===== config.mk =====
export PLATFORM = sky130hd
export DESIGN_NAME = csv_byte_stream_tokenizer
export DESIGN_NICKNAME = d
export VERILOG_FILES = /design/src/rtl/csvt_pkg.sv /design/src/rtl/csv_byte_stream_tokenizer.sv /design/src/rtl/csvt_step.sv
export SDC_FILE = /design/constraint.sdc
export NUM_CORES = 1
export LEC_CHECK = 0
export ABC_CLOCK_PERIOD_IN_PS = 9000
export BUFFER_PORTS_ARGS = -buffer_cell sky130_fd_sc_hd__buf_2
export CAP_MARGIN = 20
export CORE_UTILIZATION = 41
export CTS_BUF_LIST = sky130_fd_sc_hd__clkbuf_16
export DETAILED_ROUTE_END_ITERATION = 16
export SLEW_MARGIN = 20
export SYNTH_ARGS = -nofsm -noshare
export SYNTH_HDL_FRONTEND = slang
export SYNTH_SLANG_ARGS = --single-unit
export TNS_END_PERCENT = 1

===== constraint.sdc =====
create_clock -name clk_i -period 9 [get_ports clk_i]
set_clock_uncertainty 0.15 [all_clocks]
set_input_delay 0.45 -clock clk_i [delete_from_list [all_inputs] [get_ports clk_i]]
set_output_delay 0.45 -clock clk_i [all_outputs]
set_load 0.02 [all_outputs]

===== src/rtl/csvt_pkg.sv =====
package csvt_pkg;

  // Character codes
  localparam logic [7:0] ChQuote = 8'h22;
  localparam logic [7:0] ChComma = 8'h2C;
  localparam logic [7:0] ChLf    = 8'h0A;
  localparam logic [7:0] ChCr    = 8'h0D;

  // Result kinds
  localparam logic [1:0] KindData   = 2'd0;
  localparam logic [1:0] KindField  = 2'd1;
  localparam logic [1:0] KindRecord = 2'd2;

  // Field phase codes
  localparam logic [1:0] PhStart  = 2'd0;
  localparam logic [1:0] PhPlain  = 2'd1;
  localparam logic [1:0] PhQuoted = 2'd2;
  localparam logic [1:0] PhQuote  = 2'd3;

  // Results one byte can cause, and the result queue behind the parser
  localparam int unsigned MaxRes = 3;
  localparam int unsigned ResCntW = $clog2(MaxRes + 1);
  localparam int unsigned QDepth = 4;
  localparam int unsigned QAddrW = $clog2(QDepth);
  localparam int unsigned QCntW = $clog2(QDepth + 1);

  typedef struct packed {
    logic       quote_parity;
    logic [1:0] field_phase;
    logic       pending_cr;
    logic       record_open;
  } state_t;

  typedef struct packed {
    logic       last;
    logic [1:0] kind;
    logic [7:0] data;
  } res_t;

endpackage


===== src/rtl/csv_byte_stream_tokenizer.sv =====
// Channel   Dir  Word                 tuser          tlast
// s_axis    in   tdata[7:0] in_byte   end_of_input   -
// m_axis    out  tdata[7:0] out_byte  out_kind[1:0]  last
//
// A word is held in the input register, where the parser state is
// applied; its 0 to 3 results go into a 4-entry result queue and leave one
// per cycle while the output is ready.
// Sustained rate: one word per cycle while each word gives at most one
// result and the output is ready.
// The input register moves only when the queue has room for all its results.
// Reset clears the parser state, the input valid and the queue.
module csv_byte_stream_tokenizer (
  input  logic       clk_i,
  input  logic       rst_ni,
  input  logic       s_axis_tvalid_i,
  output logic       s_axis_tready_o,
  input  logic [7:0] s_axis_tdata_i,  // [7:0] in_byte
  input  logic       s_axis_tuser_i,  // [0] end_of_input
  output logic       m_axis_tvalid_o,
  input  logic       m_axis_tready_i,
  output logic [7:0] m_axis_tdata_o,  // [7:0] out_byte
  output logic [1:0] m_axis_tuser_o,  // [1:0] out_kind
  output logic       m_axis_tlast_o
);
  import csvt_pkg::*;

  logic               in_valid_q;
  logic [7:0]         in_byte_q;
  logic               in_eoi_q;
  logic               in_move;
  state_t             state_q, state_d;
  logic [ResCntW-1:0] step_n;
  res_t [MaxRes-1:0]  step_res;
  res_t               q_q [QDepth];
  logic [QAddrW-1:0]  wr_q, rd_q;
  logic [QCntW-1:0]   cnt_q;
  logic [QCntW-1:0]   free;
  logic               pop;

  csvt_step u_step (
    .state_i (state_q),
    .byte_i  (in_byte_q),
    .eoi_i   (in_eoi_q),
    .state_o (state_d),
    .res_n_o (step_n),
    .res_o   (step_res)
  );

  assign free    = QCntW'(QDepth) - cnt_q;
  assign in_move = in_valid_q && (QCntW'(step_n) <= free);
  assign pop     = m_axis_tvalid_o && m_axis_tready_i;

  assign s_axis_tready_o = !in_valid_q || in_move;

  assign m_axis_tvalid_o = (cnt_q != '0);
  assign m_axis_tdata_o  = q_q[rd_q].data;
  assign m_axis_tuser_o  = q_q[rd_q].kind;
  assign m_axis_tlast_o  = q_q[rd_q].last;

  always_ff @(posedge clk_i or negedge rst_ni) begin
    if (!rst_ni) begin
      in_valid_q <= 1'b0;
      state_q    <= '0;
      wr_q       <= '0;
      rd_q       <= '0;
      cnt_q      <= '0;
    end else begin
      if (s_axis_tready_o) in_valid_q <= s_axis_tvalid_i;
      if (in_move) begin
        state_q <= state_d;
        wr_q    <= wr_q + QAddrW'(step_n);
      end
      if (pop) rd_q <= rd_q + QAddrW'(1);
      cnt_q <= cnt_q + (in_move ? QCntW'(step_n) : '0) - QCntW'(pop);
    end
  end

  always_ff @(posedge clk_i) begin
    if (s_axis_tready_o && s_axis_tvalid_i) begin
      in_byte_q <= s_axis_tdata_i;
      in_eoi_q  <= s_axis_tuser_i;
    end
    if (in_move) begin
      for (int i = 0; i < MaxRes; i++) begin
        if (ResCntW'(i) < step_n) q_q[wr_q + QAddrW'(i)] <= step_res[i];
      end
    end
  end

  a_cnt_bound: assert property (@(posedge clk_i) disable iff (!rst_ni)
    cnt_q <= QCntW'(QDepth))
    else $error("result queue overfilled");

  a_no_overrun: assert property (@(posedge clk_i) disable iff (!rst_ni)
    in_move |-> (QCntW'(step_n) <= free))
    else $error("results pushed without room");

  a_eoi_reset: assert property (@(posedge clk_i) disable iff (!rst_ni)
    (in_move && in_eoi_q) |=> (state_q == '0))
    else $error("state not cleared after end of input");

  a_empty_ready: assert property (@(posedge clk_i) disable iff (!rst_ni)
    !in_valid_q |-> s_axis_tready_o)
    else $error("stalled with empty input register");

endmodule


===== src/rtl/csvt_step.sv =====
module csvt_step (
  input  csvt_pkg::state_t                      state_i,
  input  logic [7:0]                            byte_i,
  input  logic                                  eoi_i,
  output csvt_pkg::state_t                      state_o,
  output logic [csvt_pkg::ResCntW-1:0]          res_n_o,
  output csvt_pkg::res_t [csvt_pkg::MaxRes-1:0] res_o
);
  import csvt_pkg::*;

  typedef struct packed {
    state_t     st;
    logic [1:0] n;
    res_t       r0;
    res_t       r1;
  } take_t;

  function automatic take_t push(take_t t_in, logic [1:0] kind, logic [7:0] data);
    take_t t;
    res_t  r;
    t = t_in;
    r.last = 1'b0;
    r.kind = kind;
    r.data = (kind == KindData) ? data : 8'h00;
    if (t.n == 2'd0) begin
      t.r0 = r;
    end else begin
      t.r1 = r;
    end
    t.n = t.n + 2'd1;
    return t;
  endfunction

  // One byte that is not a held-CR decision; at most two results
  function automatic take_t take(state_t st, logic [7:0] b);
    take_t      t;
    logic       cont;
    logic [1:0] ph;
    t.st = st;
    t.n = 2'd0;
    t.r0 = '0;
    t.r1 = '0;
    cont = 1'b1;
    ph = st.field_phase;
    if (b == ChLf && !st.quote_parity) begin
      t = push(t, KindRecord, 8'h00);
      t.st.quote_parity = 1'b0;
      t.st.field_phase = PhStart;
      t.st.record_open = 1'b0;
    end else begin
      t.st.record_open = 1'b1;
      if (ph == PhQuote) begin
        if (b == ChQuote) begin
          // doubled quote: emit one quote
          t.st.quote_parity = ~t.st.quote_parity;
          t.st.field_phase = PhQuoted;
          t = push(t, KindData, ChQuote);
          cont = 1'b0;
        end else begin
          t = push(t, KindField, 8'h00);
          ph = PhStart;
          t.st.field_phase = PhStart;
          if (b == ChComma) cont = 1'b0;
        end
      end
      if (cont) begin
        case (ph)
          PhStart: begin
            if (b == ChQuote) begin
              t.st.quote_parity = ~t.st.quote_parity;
              t.st.field_phase = PhQuoted;
            end else if (b == ChComma) begin
              t = push(t, KindField, 8'h00);
            end else begin
              t.st.field_phase = PhPlain;
              t = push(t, KindData, b);
            end
          end
          PhPlain: begin
            if (b == ChComma) begin
              t.st.field_phase = PhStart;
              t = push(t, KindField, 8'h00);
            end else begin
              if (b == ChQuote) t.st.quote_parity = ~t.st.quote_parity;
              t = push(t, KindData, b);
            end
          end
          default: begin
            if (b == ChQuote) begin
              t.st.quote_parity = ~t.st.quote_parity;
              t.st.field_phase = PhQuote;
            end else begin
              t = push(t, KindData, b);
            end
          end
        endcase
      end
    end
    return t;
  endfunction

  always_comb begin
    take_t                     t;
    state_t                    s;
    res_t [MaxRes-1:0]         r;
    logic [ResCntW-1:0]        n;
    res_t                      rec;
    s = state_i;
    r = '0;
    n = '0;
    t = '0;
    rec.last = 1'b0;
    rec.kind = KindRecord;
    rec.data = 8'h00;

    if (eoi_i) begin
      if (s.pending_cr) begin
        s.pending_cr = 1'b0;
        t = take(s, ChCr);
        s = t.st;
        if (t.n > 2'd0) begin
          r[0] = t.r0;
          n = ResCntW'(1);
        end
        if (t.n > 2'd1) begin
          r[1] = t.r1;
          n = ResCntW'(2);
        end
      end
      if (s.record_open) begin
        r[n[1:0]] = rec;
        n = n + ResCntW'(1);
      end
      s = '0;
    end else if (byte_i == ChCr) begin
      if (s.pending_cr) begin
        t = take(s, ChCr);
        s = t.st;
        if (t.n > 2'd0) begin
          r[0] = t.r0;
          n = ResCntW'(1);
        end
        if (t.n > 2'd1) begin
          r[1] = t.r1;
          n = ResCntW'(2);
        end
      end
      s.pending_cr = 1'b1;
      s.record_open = 1'b1;
    end else begin
      if (s.pending_cr) begin
        s.pending_cr = 1'b0;
        // a CR not followed by LF is an ordinary byte
        if (byte_i != ChLf) begin
          t = take(s, ChCr);
          s = t.st;
          if (t.n > 2'd0) begin
            r[0] = t.r0;
            n = ResCntW'(1);
          end
          if (t.n > 2'd1) begin
            r[1] = t.r1;
            n = ResCntW'(2);
          end
        end
      end
      t = take(s, byte_i);
      s = t.st;
      if (t.n > 2'd0) begin
        r[n[1:0]] = t.r0;
        n = n + ResCntW'(1);
      end
      if (t.n > 2'd1) begin
        r[n[1:0]] = t.r1;
        n = n + ResCntW'(1);
      end
    end

    if (n != '0) r[n[1:0] - 2'd1].last = 1'b1;

    state_o = s;
    res_n_o = n;
    res_o   = r;
  end

endmodule


==> metrics.yaml <==
global_routing:
  grtUsageTotal: 0.206
  grt_pass1_vias: 3343
  grt_overflow: 0
  antenna_found_initial: 0
  grt_max_degree: 19
  grt_pass1_wl_um: 17500
floorplan:
  die_h_um: 105
  io_pins: 26
  rows: 37
  core-area_mm2: 0.0103
  die_x_um: 105
  fp.dieArea_mm2: 0.0110
  initial_core_util: 0.420
setup_path:
  cp-end-kind: "flip-flop"
  start_kind: "flip-flop"
  crit_buf_inv: 1
  crit_end: "q_q[2][4]"
  r2r_start: "in_byte_q[0]"
  cp.arrival_ns: 6.00
  cpMostUsedCell: "a21oi_1"
  slowest_delay_ns: 0.79
  startpoint: "in_byte_q[0]"
  worstPathRequired_ns: 8.80
  path_delay_family: "compound AO/OA/AOI/OAI gates"
  timing.rr.end: "q_q[2][4]"
  slowest_stage: "a21oi_1"
  critPathKind: "flip-flop to flip-flop"
  crit_cells: 15
  ff2ff_setup_slack_ns: 2.80
  reg2regPathDepth: 15
  path_max_fanout: 14
  worstPathCellList: "nor4_2 -> a21oi_1 -> a31oi_1 -> a21oi_1 -> ha_1 -> nand2_1 -> o22a_1 -> inv_1 -> ha_1 -> nor2b_1 -> o211ai_1 -> and2_1 -> o21ai_0 -> a21o_1 -> a21oi_1"
sta:
  hold_viol: 0
  fin_tns_setup_ns: 0
  slew_viol_final: 0
  slew_headroom: 0.307
  fin_crit_sh: 0.689
  rsz0062_at_grt: "no"
  setup_slack_ns: 2.80
  fin_crit_ns: 6.20
  whs_ns: 0.145
  setup_viol: 0
  tightestPinTransition_ns: 1.04
  fmax_mhz: 161
logic_synthesis:
  yosysMostFrequentCell: "nand2_1"
  synth_edf_count: 53
  synth-main-ff-cell: "edfxtp_1"
  synthCells: 441
  async_reset_ff_frac: 0.197
  yosysWarnings: 0
  syn_avg_cell_area_um2: 9.80
  synth_cell_types: 60
  synth_top_area_share: 0.368
  yosys.area.top_type: "edfxtp_1"
  synth.area.top_cells: "edfxtp_1 (37%), dfrtp_1 (7.5%), mux4_2 (5.7%), nand2_1 (5.6%), nor2_1 (4.0%)"
  ys_top_cells_by_count: "nand2_1 (64), edfxtp_1 (53), nor2_1 (46)"
  syn-num-nets: 468
  ys_seq_elements: 66
  mappedNetlistArea_mm2: 0.00432
  ys_seq_area_frac: 0.444
cts:
  clock-sinks: 66
  cts_tree: "done"
  clock_latency_ns: 0.33
  h-tree-depth: 3
  clk_pin_slew_ns: 0.06
  cts_root_buffer: "clkbuf_16"
  post-cts-setup-buffers: 0
  clockBufferDepth: 2
  cts_made_buffers: 9
route:
  vias: 3594
  wl_um: 10900
  drc: 0
  wl_met1_um: 5070
  wl_met3_um: 682
  avgRoutedWirePerCell_um: 18.3
  first_iter_violations: 286
  wl_met2_um: 5030
  routed_via_density: 6.03
  ant_nets: 0
  top_layer: "met4"
  dr.pass1.iters: 5
placed_design:
  pre_cts_slack_ns: 2.65
  dp_hpwl_um: 8200
  place_area_mm2: 0.00451
  place.gp.congestion: 0.945
  numPortBuffers: 25
cells_and_area:
  drive_gt1_frac: 0.154
  postLayoutCoreUtil: 0.472
  nets: 482
  antennaDiodeCount: 0
  syn2layout_area_growth_pct: 12.3
  post-route-cell-area_mm2: 0.00485
hold_path:
  hold_class: "primary input to flip-flop"
power_and_ir_drop:
  peakVddDrop_mv: 0.131
  powerDensity_mw_per_mm2: 283
  power.leakage_uw: 0.00175
status:
  status: "finished, final reports clean"
job:
  max_cap_violations: 0
## how the worst min path moves through the flow
stage                 startpoint      endpoint  slack (ns)  cells after the start
2_1_floorplan             rst_ni      cnt_q[0]       0.004                      0
3_3_place_gp              rst_ni    state_q[3]        0.21                      1
3_5_place_dp              rst_ni    state_q[4]        0.21                      1
4_1_cts        s_axis_tdata_i[2]  in_byte_q[2]        0.14                      1
5_1_grt        s_axis_tdata_i[5]  in_byte_q[5]        0.14                      1
6_report       s_axis_tdata_i[2]  in_byte_q[2]        0.14                      1
## final cells by class
class / count / area (um^2)
well taps: 136 / 170
inverters: 22 / 83.8
flip-flops and latches: 66 / 1920
multi-input cells: 326 / 2190
clock inverters: 7 / 103
clock buffers: 9 / 225
fillers: 1001 / 5430
repair buffers: 30 / 165
## placed cells by master, fill, tap and decap left out, drive strengths merged, types with 3 or more instances in the layout
cell	Yosys	routed
dfrtp	13	13
or3b	3	3
clkbuf	10	9
nand3	17	17
o21ai	20	20
mux2i	4	4
nand2	64	64
a31oi	5	5
nor2	46	46
inv	21	22
clkinv	1	5
a221oi	4	4
buf	17	29
nor3	9	9
a221o	6	6
o31ai	8	8
nand2b	4	4
nor2b	6	6
nor3b	3	3
mux4	11	11
or2	3	3
edfxtp	53	53
o221ai	19	19
and2	4	4
nand4	6	6
o22ai	10	10
a21oi	20	20
ha	13	13
xnor2	5	5
## cells by family after synthesis
logic type               count (synthesis)  share of synthesized area
AND/OR/NAND/NOR                        176                      0.196
adder cells (fa/ha/maj)                 14                     0.0423
buffers and inverters                   49                     0.0507
flip-flops                              66                      0.444
AO/OA/AOI/OAI                          115                      0.189
XOR/XNOR                                 6                     0.0122
multiplexers                            15                     0.0666
## sequential cells by signal, indices dropped and copies added, names as in the netlist
name	cells
q_q	44
in_byte_q	8
state_q	5
cnt_q	3
rd_q	2
wr_q	2
in_eoi_q	1
in_valid_q	1
## routing by layer
layer | global-route usage | vias up
met4 | 0.0584 | 0
met5 | 0 | -
met1 | 0.289 | 1708
met2 | 0.328 | 160
met3 | 0.0368 | 18
li1 | - | 1708
## report_power, final
part	leakage, uW	switching (uW)	internal (uW)
sequential	0.000654	83.2	432
clock	0.000161	137	245
combinational	0.000939	275	201
## through the flow
step                std cells  power (uW)
floorplan                 441         868
global placement          579         984
detailed placement        579        1000
CTS                       596        1380
global route              596        1450
finish                    596        1370
## repair_timing
action	CTS	global route
resized for setup	0	0
hold buffers	1	0
hold endpoints to repair	13	0
## worst reg2reg max path: stages (launching register included)
cell and delay [ns]:
edfxtp_1 0.51, nor4_2 0.75, a21oi_1 0.36, a31oi_1 0.62, a21oi_1 0.17, ha_1 0.34, nand2_1 0.06, o22a_1 0.31
inv_1 0.25, ha_1 0.36, nor2b_1 0.13, o211ai_1 0.28, and2_1 0.37, o21ai_0 0.19, a21o_1 0.18, a21oi_1 0.79
No activity file was read; power rests on OpenSTA's default activity.
